File: config.mk
export PLATFORM = sky130hd
export DESIGN_NAME = ami4inv_fmul
export DESIGN_NICKNAME = d
export VERILOG_FILES = /design/src/ami4inv_pkg.sv /design/src/ami4inv_fmul.sv
export SDC_FILE = /design/constraint.sdc
export NUM_CORES = 2
export LEC_CHECK = 0
export BUFFER_PORTS_ARGS = -buffer_cell sky130_fd_sc_hd__buf_2
export CAP_MARGIN = 20
export CORE_MARGIN = 2
export CORE_UTILIZATION = 43
export DETAILED_ROUTE_END_ITERATION = 8
export PLACE_DENSITY = 0.68
export SLEW_MARGIN = 40
export SYNTH_ARGS = -nofsm -noshare
export SYNTH_HDL_FRONTEND = slang
export SYNTH_SLANG_ARGS = --single-unit
export TNS_END_PERCENT = 100
File: constraint.sdc
create_clock -name clk_i -period 10.8 [get_ports clk_i]
set_clock_uncertainty 0.2 [all_clocks]
set_input_delay 3.24 -clock clk_i [delete_from_list [all_inputs] [get_ports clk_i]]
set_output_delay 3.24 -clock clk_i [all_outputs]
set_load 0.05 [all_outputs]
File: src/ami4inv_pkg.sv
// ----------------------------------------------------------------------------
// ami4inv_pkg
// Shared types, constants and saturating helpers for the affine inverse block.
// ----------------------------------------------------------------------------
package ami4inv_pkg;

  localparam int DATA_WIDTH  = 32;
  localparam int FRAC_BITS   = 16;
  localparam int VAL_W       = 64;
  localparam int QUEUE_DEPTH = 2;

  typedef logic signed [VAL_W-1:0] val_t;

  localparam val_t VAL_MAX = {1'b0, {(VAL_W-1){1'b1}}};
  localparam val_t VAL_MIN = {1'b1, {(VAL_W-1){1'b0}}};

  // matrix positions, row * 4 + column
  localparam logic [3:0] M00 = 4'd0;
  localparam logic [3:0] M01 = 4'd1;
  localparam logic [3:0] M02 = 4'd2;
  localparam logic [3:0] M03 = 4'd3;
  localparam logic [3:0] M10 = 4'd4;
  localparam logic [3:0] M11 = 4'd5;
  localparam logic [3:0] M12 = 4'd6;
  localparam logic [3:0] M13 = 4'd7;
  localparam logic [3:0] M20 = 4'd8;
  localparam logic [3:0] M21 = 4'd9;
  localparam logic [3:0] M22 = 4'd10;
  localparam logic [3:0] M23 = 4'd11;

  typedef struct packed {
    logic signed [DATA_WIDTH-1:0] in_r0c0;
    logic signed [DATA_WIDTH-1:0] in_r0c1;
    logic signed [DATA_WIDTH-1:0] in_r0c2;
    logic signed [DATA_WIDTH-1:0] in_r0c3;
    logic signed [DATA_WIDTH-1:0] in_r1c0;
    logic signed [DATA_WIDTH-1:0] in_r1c1;
    logic signed [DATA_WIDTH-1:0] in_r1c2;
    logic signed [DATA_WIDTH-1:0] in_r1c3;
    logic signed [DATA_WIDTH-1:0] in_r2c0;
    logic signed [DATA_WIDTH-1:0] in_r2c1;
    logic signed [DATA_WIDTH-1:0] in_r2c2;
    logic signed [DATA_WIDTH-1:0] in_r2c3;
  } in_t;

  typedef struct packed {
    logic [1:0]                   row_index;
    logic signed [DATA_WIDTH-1:0] out_c0;
    logic signed [DATA_WIDTH-1:0] out_c1;
    logic signed [DATA_WIDTH-1:0] out_c2;
    logic signed [DATA_WIDTH-1:0] out_c3;
    logic                         singular;
    logic                         last_row;
  } out_t;

  typedef struct packed {
    logic start;
    val_t a;
    val_t b;
  } op_req_t;

  typedef struct packed {
    logic done;
    val_t res;
  } op_rsp_t;

  typedef struct packed {
    logic [3:0] a;
    logic [3:0] b;
  } idx_pair_t;

  function automatic val_t sadd(input val_t a, input val_t b);
    logic signed [VAL_W:0] s;
    s = (VAL_W+1)'(a) + (VAL_W+1)'(b);
    if (s[VAL_W] != s[VAL_W-1]) begin
      return s[VAL_W] ? VAL_MIN : VAL_MAX;
    end
    return s[VAL_W-1:0];
  endfunction

  function automatic val_t ssub(input val_t a, input val_t b);
    logic signed [VAL_W:0] s;
    s = (VAL_W+1)'(a) - (VAL_W+1)'(b);
    if (s[VAL_W] != s[VAL_W-1]) begin
      return s[VAL_W] ? VAL_MIN : VAL_MAX;
    end
    return s[VAL_W-1:0];
  endfunction

  function automatic logic [VAL_W-1:0] magn(input val_t a);
    return a[VAL_W-1] ? (VAL_W)'(-a) : (VAL_W)'(a);
  endfunction

  function automatic val_t sel_m(input in_t m, input logic [3:0] idx);
    val_t v;
    unique case (idx)
      M00: v = 64'(m.in_r0c0);
      M01: v = 64'(m.in_r0c1);
      M02: v = 64'(m.in_r0c2);
      M03: v = 64'(m.in_r0c3);
      M10: v = 64'(m.in_r1c0);
      M11: v = 64'(m.in_r1c1);
      M12: v = 64'(m.in_r1c2);
      M13: v = 64'(m.in_r1c3);
      M20: v = 64'(m.in_r2c0);
      M21: v = 64'(m.in_r2c1);
      M22: v = 64'(m.in_r2c2);
      M23: v = 64'(m.in_r2c3);
      default: v = '0;
    endcase
    return v;
  endfunction

  // operand pairs of the nine cofactors, two products each
  function automatic idx_pair_t cof_idx(input logic [4:0] step);
    idx_pair_t p;
    unique case (step)
      5'd0:  p = '{M11, M22};
      5'd1:  p = '{M21, M12};
      5'd2:  p = '{M21, M02};
      5'd3:  p = '{M22, M01};
      5'd4:  p = '{M01, M12};
      5'd5:  p = '{M11, M02};
      5'd6:  p = '{M20, M12};
      5'd7:  p = '{M10, M22};
      5'd8:  p = '{M00, M22};
      5'd9:  p = '{M20, M02};
      5'd10: p = '{M10, M02};
      5'd11: p = '{M00, M12};
      5'd12: p = '{M10, M21};
      5'd13: p = '{M20, M11};
      5'd14: p = '{M20, M01};
      5'd15: p = '{M00, M21};
      5'd16: p = '{M00, M11};
      5'd17: p = '{M10, M01};
      default: p = '{M00, M00};
    endcase
    return p;
  endfunction

endpackage

File: src/ami4inv_fmul.sv
// ----------------------------------------------------------------------------
// ami4inv_fmul
// Sequential fixed-point multiply: four 32x32 partial products, floor, saturate.
// ----------------------------------------------------------------------------
module ami4inv_fmul #(
  parameter int FRAC_BITS = ami4inv_pkg::FRAC_BITS
) (
  input  logic                 clk_i,
  input  logic                 rst_ni,
  input  ami4inv_pkg::op_req_t req_i,
  output ami4inv_pkg::op_rsp_t rsp_o
);

  localparam int HW = ami4inv_pkg::VAL_W / 2;
  localparam int PW = 2 * ami4inv_pkg::VAL_W;
  localparam logic [2:0] CNT_LAST = 3'd5;
  localparam logic [2:0] CNT_MULS = 3'd4;
  localparam logic [PW-1:0] FRAC_MASK = (PW'(1) << FRAC_BITS) - PW'(1);

  logic                            busy_q, done_q, neg_q;
  logic [2:0]                      cnt_q;
  logic [1:0]                      pj_q;
  logic [ami4inv_pkg::VAL_W-1:0]   am_q, bm_q;
  logic [2*HW-1:0]                 pp_q;
  logic [PW-1:0]                   acc_q;
  ami4inv_pkg::val_t               res_q;

  logic [HW-1:0]     a_part, b_part;
  logic [PW-1:0]     pp_sh, mag;
  logic              frac_nz;
  ami4inv_pkg::val_t res_d;

  always_comb begin
    a_part = cnt_q[1] ? am_q[2*HW-1:HW] : am_q[HW-1:0];
    b_part = cnt_q[0] ? bm_q[2*HW-1:HW] : bm_q[HW-1:0];
    if (pj_q == 2'b11) begin
      pp_sh = PW'(pp_q) << (2 * HW);
    end else if (pj_q != 2'b00) begin
      pp_sh = PW'(pp_q) << HW;
    end else begin
      pp_sh = PW'(pp_q);
    end
    frac_nz = |(acc_q & FRAC_MASK);
    mag     = (acc_q >> FRAC_BITS) + PW'(neg_q & frac_nz);
    if (!neg_q) begin
      res_d = (|mag[PW-1:ami4inv_pkg::VAL_W-1]) ? ami4inv_pkg::VAL_MAX
                                                : mag[ami4inv_pkg::VAL_W-1:0];
    end else if ((|mag[PW-1:ami4inv_pkg::VAL_W]) ||
                 (mag[ami4inv_pkg::VAL_W-1] && (|mag[ami4inv_pkg::VAL_W-2:0]))) begin
      res_d = ami4inv_pkg::VAL_MIN;
    end else begin
      res_d = -mag[ami4inv_pkg::VAL_W-1:0];
    end
  end

  always_ff @(posedge clk_i or negedge rst_ni) begin
    if (!rst_ni) begin
      busy_q <= 1'b0;
      done_q <= 1'b0;
      cnt_q  <= '0;
    end else begin
      done_q <= 1'b0;
      if (!busy_q) begin
        if (req_i.start) begin
          busy_q <= 1'b1;
          cnt_q  <= '0;
        end
      end else if (cnt_q == CNT_LAST) begin
        busy_q <= 1'b0;
        done_q <= 1'b1;
      end else begin
        cnt_q <= cnt_q + 3'd1;
      end
    end
  end

  always_ff @(posedge clk_i) begin
    if (!busy_q && req_i.start) begin
      am_q  <= ami4inv_pkg::magn(req_i.a);
      bm_q  <= ami4inv_pkg::magn(req_i.b);
      neg_q <= req_i.a[ami4inv_pkg::VAL_W-1] ^ req_i.b[ami4inv_pkg::VAL_W-1];
      acc_q <= '0;
    end else if (busy_q) begin
      if (cnt_q < CNT_MULS) begin
        pp_q <= (2*HW)'(a_part) * (2*HW)'(b_part);
        pj_q <= cnt_q[1:0];
      end
      if (cnt_q != 3'd0 && cnt_q != CNT_LAST) begin
        acc_q <= acc_q + pp_sh;
      end
      if (cnt_q == CNT_LAST) begin
        res_q <= res_d;
      end
    end
  end

  assign rsp_o.done = done_q;
  assign rsp_o.res  = res_q;

endmodule

==> metrics.txt <==
status complete, no violations; Syn Area/Cell 8.62 um2; Synth-to-Final Area Change 7.76%; vias in the first global route 54100; worst path bufs/invs 6; Yosys reg bits 392; max-cap violation count 0; Reg clk slew, reported paths 70 ps; Worst slew margin 31.0%; Clock Tree Root clkbuf_16; min-delay worst type reg2reg; number of hold buffers added after cts 0; Placer Congestion 1.04; cts bufs inserted 47; Tightest Pin Transition 1020 ps; RSZ-0062 raised after global routing false; CTS HTree Levels 2; worst setup path class reg2reg; wire length per cell 23.8 um; vias per cell 5.85; most common cell after layout, fill and taps aside inv_1; worst-skew pair later-pin latency 670 ps; share of layout cells above drive strength 1 8.48%; number of core rows 140; setup ws final 505 ps; drt drc 0; pre-CTS setup slack 607 ps; delay-heaviest family, CP adder cells; overall global routing resource usage 29.2%; # IOs 196; number of clock sinks 392; Worst EP arrival 10500 ps; nets 8747; die height 386 um; Routed Antenna Nets 0; IO buf count 195; postcts setup bufs 0; Worst R2R Setup Slack 500 ps; post-synth cell types 96; Die ar. 149000 um2; dominant synthesized flop cell edfxtp_1; post-cts sizing count 0; first-pass GRT wire length 333000 um; Final Setup Violations 0; synthesized cell area 62900 um2; Final Slew Violations 0; Synth async-reset ratio 1.28%; CTS tree yes; final period utilization 95.3%; Slowest-stage cell, CP mux2i_2; initial antenna violation count 3; Via Count 54300; Largest stage delay, worst path 930 ps; hpwl dp 177000 um; Fmax 0.0971 GHz; Crit. End Element register; endpoints failing hold 0; die width 386 um; fin crit period 10300 ps; final wirelength 221000 um; CP required 11010 ps; sequential area share after synthesis 16.6%; drt pass-1 iters 6; Iteration-0 DRC Markers 5055; largest net degree at the start of global routing 98; most frequent cells in the layout inv_1, fa_1, nand2_1; CP max FO 37; Synthesis Warnings 0; Initial Utilization 43.3%; GR Overflow Total 0; clock buffer depth 3; Core Footprint 145000 um2; Synth Net Count 8726; crit start category register; Cells after Synth 7300; setup TNS 0 ps; EDFF count, synth 259; CP dominant cell by count fa_1
## cell usage after synthesis, types with 41 or more instances
cell type	number	share of area, %
mux2i_1	85	1.4
edfxtp_1	259	12
nand2b_1	41	0.41
a22o_1	60	0.84
a21oi_1	338	2.7
xor2_1	122	1.7
and2_1	66	0.66
nand4_1	127	1.3
clkbuf_1	311	1.9
nor3_1	98	0.78
o31ai_1	57	0.68
fa_1	897	29
nor2_1	822	4.9
o21bai_1	46	0.55
a21o_1	116	1.4
inv_1	992	5.9
nand3_1	160	1.3
o21ai_0	277	2.2
mux2_2	86	1.5
ha_1	398	7.9
nand2_1	850	5.1
dfxtp_1	128	4.1
xnor2_1	281	3.9
and3_1	93	0.92
## worst paths after layout
kind,start,end,depth (start not counted)
worst max-delay path,cnt_q[1]$_DFFE_PN0P_,pp_q[61]$_DFFE_PP_,29
worst min-delay path,acc_q[10]$_SDFFE_PP0P_,acc_q[10]$_SDFFE_PP0P_,2
worst max register to register,cnt_q[1]$_DFFE_PN0P_,pp_q[61]$_DFFE_PP_,29
worst min register to register,acc_q[10]$_SDFFE_PP0P_,acc_q[10]$_SDFFE_PP0P_,2
max in group asynchronous,rst_ni,cnt_q[1]$_DFFE_PN0P_,1
min in group asynchronous,rst_ni,done_q$_DFF_PN0_,1
## per-stage QoR
stage | area, um2 | utilization, % | hold slack [ps] | cells
after global placement | 66200 | 45.5 | 265 | 9188
after global routing | 67800 | 46.6 | 289 | 9278
after floorplan | 62900 | - | 249 | 7300
after detailed placement | 66200 | 45.6 | 270 | 9189
after CTS | 67800 | 46.6 | 279 | 9276
final | 67800 | 46.6 | 281 | 9281
## routing by layer
layer,track usage (%),wire [um],vias up
met5,0,11,-
met4,15.3,14000,2
met3,6.21,21500,599
met2,46.1,97600,2861
met1,37.6,87900,26700
li1,-,-,24100
## tightest hold or removal path, stage by stage, from the launching register on
cell and delay, ps:
dfxtp_1 330, nand2_1 60, a21oi_1 50
## kinds of logic after synthesis
kind of cell / count (synthesis) / synth area share, %
compound gates: 1174 / 11.9
simple gates: 2503 / 18.2
fa+ha+maj: 1295 / 36.5
xor+xnor: 403 / 5.61
mux: 171 / 2.89
flops: 392 / 16.6
buf+inv: 1362 / 8.24
## state kept, by name (all words and copies together), names as in the netlist
name	cells
acc_q	128
am_q	64
bm_q	64
busy_q	1
cnt_q	3
done_q	1
neg_q	1
pj_q	2
pp_q	64
res_q	64
## cell type report
cell class              instances  area (um2)
repair buffers                341        2120
well taps                    1917        2400
multi-input cells            5546       47500
fillers                     14100       77600
clock inverters                32         289
diodes                          5        12.5
clock buffers                  55        1230
flip-flops and latches        392       10500
inverters                     993        3730
Power is left out: the tool's default activity adds up to more than one toggle a clock period on the data nets, which glitch-free logic cannot reach.
