File: src/ami4inv_pkg.sv
// ----------------------------------------------------------------------------
// ami4inv_pkg
// Shared types, constants and saturating helpers for the affine inverse block.
// ----------------------------------------------------------------------------
package ami4inv_pkg;

  localparam int DATA_WIDTH  = 32;
  localparam int FRAC_BITS   = 16;
  localparam int VAL_W       = 64;
  localparam int QUEUE_DEPTH = 2;

  typedef logic signed [VAL_W-1:0] val_t;

  localparam val_t VAL_MAX = {1'b0, {(VAL_W-1){1'b1}}};
  localparam val_t VAL_MIN = {1'b1, {(VAL_W-1){1'b0}}};

  // matrix positions, row * 4 + column
  localparam logic [3:0] M00 = 4'd0;
  localparam logic [3:0] M01 = 4'd1;
  localparam logic [3:0] M02 = 4'd2;
  localparam logic [3:0] M03 = 4'd3;
  localparam logic [3:0] M10 = 4'd4;
  localparam logic [3:0] M11 = 4'd5;
  localparam logic [3:0] M12 = 4'd6;
  localparam logic [3:0] M13 = 4'd7;
  localparam logic [3:0] M20 = 4'd8;
  localparam logic [3:0] M21 = 4'd9;
  localparam logic [3:0] M22 = 4'd10;
  localparam logic [3:0] M23 = 4'd11;

  typedef struct packed {
    logic signed [DATA_WIDTH-1:0] in_r0c0;
    logic signed [DATA_WIDTH-1:0] in_r0c1;
    logic signed [DATA_WIDTH-1:0] in_r0c2;
    logic signed [DATA_WIDTH-1:0] in_r0c3;
    logic signed [DATA_WIDTH-1:0] in_r1c0;
    logic signed [DATA_WIDTH-1:0] in_r1c1;
    logic signed [DATA_WIDTH-1:0] in_r1c2;
    logic signed [DATA_WIDTH-1:0] in_r1c3;
    logic signed [DATA_WIDTH-1:0] in_r2c0;
    logic signed [DATA_WIDTH-1:0] in_r2c1;
    logic signed [DATA_WIDTH-1:0] in_r2c2;
    logic signed [DATA_WIDTH-1:0] in_r2c3;
  } in_t;

  typedef struct packed {
    logic [1:0]                   row_index;
    logic signed [DATA_WIDTH-1:0] out_c0;
    logic signed [DATA_WIDTH-1:0] out_c1;
    logic signed [DATA_WIDTH-1:0] out_c2;
    logic signed [DATA_WIDTH-1:0] out_c3;
    logic                         singular;
    logic                         last_row;
  } out_t;

  typedef struct packed {
    logic start;
    val_t a;
    val_t b;
  } op_req_t;

  typedef struct packed {
    logic done;
    val_t res;
  } op_rsp_t;

  typedef struct packed {
    logic [3:0] a;
    logic [3:0] b;
  } idx_pair_t;

  function automatic val_t sadd(input val_t a, input val_t b);
    logic signed [VAL_W:0] s;
    s = (VAL_W+1)'(a) + (VAL_W+1)'(b);
    if (s[VAL_W] != s[VAL_W-1]) begin
      return s[VAL_W] ? VAL_MIN : VAL_MAX;
    end
    return s[VAL_W-1:0];
  endfunction

  function automatic val_t ssub(input val_t a, input val_t b);
    logic signed [VAL_W:0] s;
    s = (VAL_W+1)'(a) - (VAL_W+1)'(b);
    if (s[VAL_W] != s[VAL_W-1]) begin
      return s[VAL_W] ? VAL_MIN : VAL_MAX;
    end
    return s[VAL_W-1:0];
  endfunction

  function automatic logic [VAL_W-1:0] magn(input val_t a);
    return a[VAL_W-1] ? (VAL_W)'(-a) : (VAL_W)'(a);
  endfunction

  function automatic val_t sel_m(input in_t m, input logic [3:0] idx);
    val_t v;
    unique case (idx)
      M00: v = 64'(m.in_r0c0);
      M01: v = 64'(m.in_r0c1);
      M02: v = 64'(m.in_r0c2);
      M03: v = 64'(m.in_r0c3);
      M10: v = 64'(m.in_r1c0);
      M11: v = 64'(m.in_r1c1);
      M12: v = 64'(m.in_r1c2);
      M13: v = 64'(m.in_r1c3);
      M20: v = 64'(m.in_r2c0);
      M21: v = 64'(m.in_r2c1);
      M22: v = 64'(m.in_r2c2);
      M23: v = 64'(m.in_r2c3);
      default: v = '0;
    endcase
    return v;
  endfunction

  // operand pairs of the nine cofactors, two products each
  function automatic idx_pair_t cof_idx(input logic [4:0] step);
    idx_pair_t p;
    unique case (step)
      5'd0:  p = '{M11, M22};
      5'd1:  p = '{M21, M12};
      5'd2:  p = '{M21, M02};
      5'd3:  p = '{M22, M01};
      5'd4:  p = '{M01, M12};
      5'd5:  p = '{M11, M02};
      5'd6:  p = '{M20, M12};
      5'd7:  p = '{M10, M22};
      5'd8:  p = '{M00, M22};
      5'd9:  p = '{M20, M02};
      5'd10: p = '{M10, M02};
      5'd11: p = '{M00, M12};
      5'd12: p = '{M10, M21};
      5'd13: p = '{M20, M11};
      5'd14: p = '{M20, M01};
      5'd15: p = '{M00, M21};
      5'd16: p = '{M00, M11};
      5'd17: p = '{M10, M01};
      default: p = '{M00, M00};
    endcase
    return p;
  endfunction

endpackage

File: src/ami4inv_front.sv
// ----------------------------------------------------------------------------
// ami4inv_front
// Input side: accepts matrices and holds them in a short queue for the back end.
// ----------------------------------------------------------------------------
module ami4inv_front (
  input  logic              clk_i,
  input  logic              rst_ni,
  input  logic              in_valid_i,
  output logic              in_stall_o,
  input  ami4inv_pkg::in_t  in_data_i,
  output logic              head_valid_o,
  output ami4inv_pkg::in_t  head_data_o,
  input  logic              pop_i
);

  localparam int DEPTH = ami4inv_pkg::QUEUE_DEPTH;
  localparam int PTR_W = (DEPTH > 1) ? $clog2(DEPTH) : 1;
  localparam int CNT_W = $clog2(DEPTH + 1);

  ami4inv_pkg::in_t  mem_q [DEPTH];
  ami4inv_pkg::in_t  head_q;
  logic [PTR_W-1:0]  wr_q, rd_q;
  logic [CNT_W-1:0]  cnt_q;
  logic              push, pop;

  assign in_stall_o   = (cnt_q == CNT_W'(DEPTH));
  assign head_valid_o = (cnt_q != '0);
  assign head_data_o  = head_q;
  assign push         = in_valid_i && !in_stall_o;
  assign pop          = pop_i && head_valid_o;

  always_ff @(posedge clk_i or negedge rst_ni) begin
    if (!rst_ni) begin
      wr_q  <= '0;
      rd_q  <= '0;
      cnt_q <= '0;
    end else begin
      if (push) begin
        wr_q <= (wr_q == PTR_W'(DEPTH - 1)) ? '0 : wr_q + PTR_W'(1);
      end
      if (pop) begin
        rd_q <= (rd_q == PTR_W'(DEPTH - 1)) ? '0 : rd_q + PTR_W'(1);
      end
      if (push && !pop) begin
        cnt_q <= cnt_q + CNT_W'(1);
      end else if (pop && !push) begin
        cnt_q <= cnt_q - CNT_W'(1);
      end
    end
  end

  // hold the popped matrix until the next pop
  always_ff @(posedge clk_i) begin
    if (push) begin
      mem_q[wr_q] <= in_data_i;
    end
    if (pop) begin
      head_q <= mem_q[rd_q];
    end
  end

endmodule

File: config.mk
export PLATFORM = sky130hd
export DESIGN_NAME = ami4inv_front
export DESIGN_NICKNAME = d
export VERILOG_FILES = /design/src/ami4inv_pkg.sv /design/src/ami4inv_front.sv
export SDC_FILE = /design/constraint.sdc
export NUM_CORES = 1
export LEC_CHECK = 0
export ABC_CLOCK_PERIOD_IN_PS = 16500
export BUFFER_PORTS_ARGS = -buffer_cell sky130_fd_sc_hd__buf_2
export CORE_AREA = 2 2 302 304
export CTS_BUF_LIST = sky130_fd_sc_hd__clkbuf_8
export DETAILED_ROUTE_END_ITERATION = 12
export DIE_AREA = 0 0 304 306
export PLACE_DENSITY = 0.69
export SLEW_MARGIN = 15
export SYNTH_ARGS = -nofsm -noshare
export SYNTH_HDL_FRONTEND = slang
export SYNTH_SLANG_ARGS = --single-unit
File: constraint.sdc
create_clock -name clk_i -period 16.5 [get_ports clk_i]
set_clock_uncertainty 0.1 [all_clocks]
set_input_delay 4.125 -clock clk_i [delete_from_list [all_inputs] [get_ports clk_i]]
set_output_delay 4.125 -clock clk_i [all_outputs]
set_load 0.02 [all_outputs]
==> results.py <==
metrics = {
    "status": {
        "status": "finished, final reports clean",
    },
    "worst_setup_path": {
        "crit_type": "in -> reg",
        "path_max_fanout": 132,
        "worst_path_max_delay_cell": "buf_4",
        "crit_required_ns": 16.82,
        "timing.rr.start": "cnt_q[0]$_DFFE_PN0P_",
        "path_cells": "buf_2, nand2_1, inv_8, buf_4, buf_4, buf_4",
        "start_kind": "input port",
        "cp-end-kind": "flip-flop",
        "r2r_cells": 6,
        "critical_path.max_stage_delay_ns": 0.92,
        "r2r_end": "head_data_o[161]$_DFFE_PP_",
        "cp.arrival_ns": 7.77,
        "reg2reg_slack_ns": 11.88,
        "cp_common_cell": "buf_4",
    },
    "yosys": {
        "syn_nets": 1988,
        "synth_top_area_share_pct": 87.1,
        "syn_avg_cell_area_um2": 24.8,
        "yosys-top-cells-area": "edfxtp_1, mux2_2, buf_6",
        "yosysTopAreaCell": "edfxtp_1",
        "syn_area_um2": 39700,
        "synth_warnings": 0,
        "ys_seq_elements": 1156,
        "synthCells": 1599,
        "yosysSeqAreaShare_pct": 87.4,
        "synth_cell_types": 16,
    },
    "cells_and_area": {
        "final_layout_size_suffix_gt1_share_pct": 52.4,
        "nets": 2914,
        "syn2layout_area_growth_pct": 21.0,
    },
    "clock_network": {
        "holdBufCountCts": 0,
        "cts_buffers": 176,
        "clock_sinks": 1156,
        "cts-resized-gates": 0,
        "clock_path_buffers": 3,
        "h-tree-depth": 4,
        "clk_pin_slew_ns": 0.06,
        "cts_tree": "built",
        "clk_latency_ns": 0.82,
        "clock-root-buffer": "clkbuf_8",
        "post_cts_buffers": 0,
    },
    "floorplanning": {
        "rows": 110,
        "ios": 774,
        "die_w_um": 304,
        "fp.dieArea_um2": 93000,
        "fp.dieH_um": 306,
        "initial_core_util_pct": 44.3,
        "fp.coreArea_um2": 89600,
    },
    "sta": {
        "rsz0062_at_grt": "no",
        "setup-violations-final": 0,
        "fin_ws_ns": 9.05,
        "setup_tns_ns": 0,
        "fmax_mhz": 134,
        "fin_crit_ns": 7.45,
        "drv_slew": 0,
        "fin_crit_sh_pct": 45.2,
        "hold_viol": 0,
        "tightest_slew_ns": 1.09,
        "slew_headroom_pct": 27.4,
    },
    "route": {
        "viasPerCell": 4.85,
        "drt-initial-drc-count": 1385,
        "firstDrtPassIters": 5,
        "finalWirelength_um": 83100,
        "wire_per_inst_um": 21.6,
        "antenna_left": 0,
        "post-route-drc-count": 0,
        "vias": 18693,
    },
    "placed_design": {
        "gp_congestion": 0.836,
        "place_ws_ns": 8.19,
        "hpwlAfterDp_um": 54300,
        "io_buffers": 773,
    },
    "flow_run": {
        "cap_violations": 0,
    },
    "power": {
        "peakVddDrop_v": 0.000219,
        "p_leak_nw": 17.5,
        "power_density_nw_per_um2": 180,
    },
    "global_routing": {
        "first_global_vias": 19781,
        "met3_usage_pct": 8.34,
        "grt_pass1_wl_um": 120000,
        "antenna_found_initial": 54,
        "gr-usage-met2_pct": 28.9,
        "grt_max_degree": 144,
        "busiest_layer": "met2",
        "grt.total_usage_pct": 17.6,
        "grt_util_met1_pct": 19.0,
        "grt-ovfl-total": 0,
    },
    "worst_hold_path": {
        "hp-class": "reg -> reg",
        "hold_end": "cnt_q[1]$_DFFE_PN0P_",
        "hold_start": "cnt_q[1]$_DFFE_PN0P_",
        "whs_path_depth": 1,
    },
}
[through the flow]
| stage | power (mW) | instance area (µm²) | std cells | utilization (%) | hold WS (ns) |
|---|---|---|---|---|---|
| 2_1_floorplan | 6.17 | 39700 | 1599 | - | 0.356 |
| 3_3_place_gp | 6.51 | 44800 | 3523 | 50.0 | 0.388 |
| 3_5_place_dp | 6.58 | 44800 | 3523 | 50.0 | 0.384 |
| 4_1_cts | 8.76 | 47900 | 3828 | 53.5 | 0.397 |
| 5_1_grt | 9.02 | 48000 | 3849 | 53.6 | 0.420 |
| 6_report | 8.63 | 48000 | 3856 | 53.6 | 0.399 |
[layout by cell type, fill, tap and decap left out, types with 6 or more instances in the layout]
cell type	instances
clkbuf_8	180
clkinvlp_4	7
buf_2	773
diode_2	28
mux2_2	352
clkinv_2	15
buf_4	16
edfxtp_1	1152
inv_1	60
bufinv_16	6
clkinv_1	35
mux2_4	30
[worst max-delay path, delay by kind of cell]
kind / cells / cell delay (ns)
and+or+nand+nor: 1 / 0.18
buffers and inverters: 5 / 3.21
[worst max-delay path by stage]
stage	end	slack [ns]	cells after the start	start
after CTS	head_data_o[161]$_DFFE_PP_	9.09	6	pop_i
after floorplan	mem_q[0][0]$_DFFE_PP_	1.68	2	in_valid_i
after global routing	head_data_o[161]$_DFFE_PP_	8.81	6	pop_i
after global placement	head_data_o[73]$_DFFE_PP_	8.34	6	pop_i
final	head_data_o[161]$_DFFE_PP_	9.05	6	pop_i
after detailed placement	head_data_o[199]$_DFFE_PP_	8.19	6	pop_i
[layout make-up]
class / count / area (µm²)
Sequential cell: 1156 / 34700
Clock inverter: 125 / 717
Timing Repair Buffer: 791 / 4030
Antenna cell: 28 / 70.1
Inverter: 3 / 18.8
Fill cell: 6930 / 41600
Clock buffer: 180 / 2480
Multi-Input combinational cell: 397 / 4540
Tap cell: 1176 / 1470
[registers in the layout (all words and copies together), names as in the netlist]
signal,flops
wr_q,1
cnt_q,2
rd_q,1
head_data_o,384
mem_q,768
[synth_stat cells (all sizes together)]
cell and instances:
and3 1, buf 43, dfrtp 4, edfxtp 1152, ha 1, inv 3, mux2 384, nand2 2
nand2b 1, nor2 2, or2 1, xnor2 3, xor2 2
[cells by family (layout without fill, tap and decap cells)]
kind of cell             after synthesis  after routing  synth area share [%]
buffers and inverters                 46           1099                  1.20
other                                  0             28                     0
XOR/XNOR                               5              5                 0.110
flip-flops                          1156           1156                  87.4
adder cells (fa/ha/maj)                1              1                0.0315
AND/OR/NAND/NOR                        7              7                0.0851
multiplexers                         384            384                  11.2
[metal layers]
| metal | vias up | routed length [µm] |
|---|---|---|
| li1 | 8368 | - |
| met1 | 9262 | 30100 |
| met2 | 822 | 41200 |
| met3 | 203 | 8500 |
| met4 | 38 | 3160 |
| met5 | - | 255 |
[power by group]
group,internal [mW],total (mW),switching (mW),leakage [nW]
sequential,4.26,4.47,0.208,10.9
combinational,0.730,2.02,1.29,4.84
clock,1.10,2.15,1.04,1.83
total,6.09,8.63,2.54,17.5
Note: power is estimated with default switching activity, not from simulation.
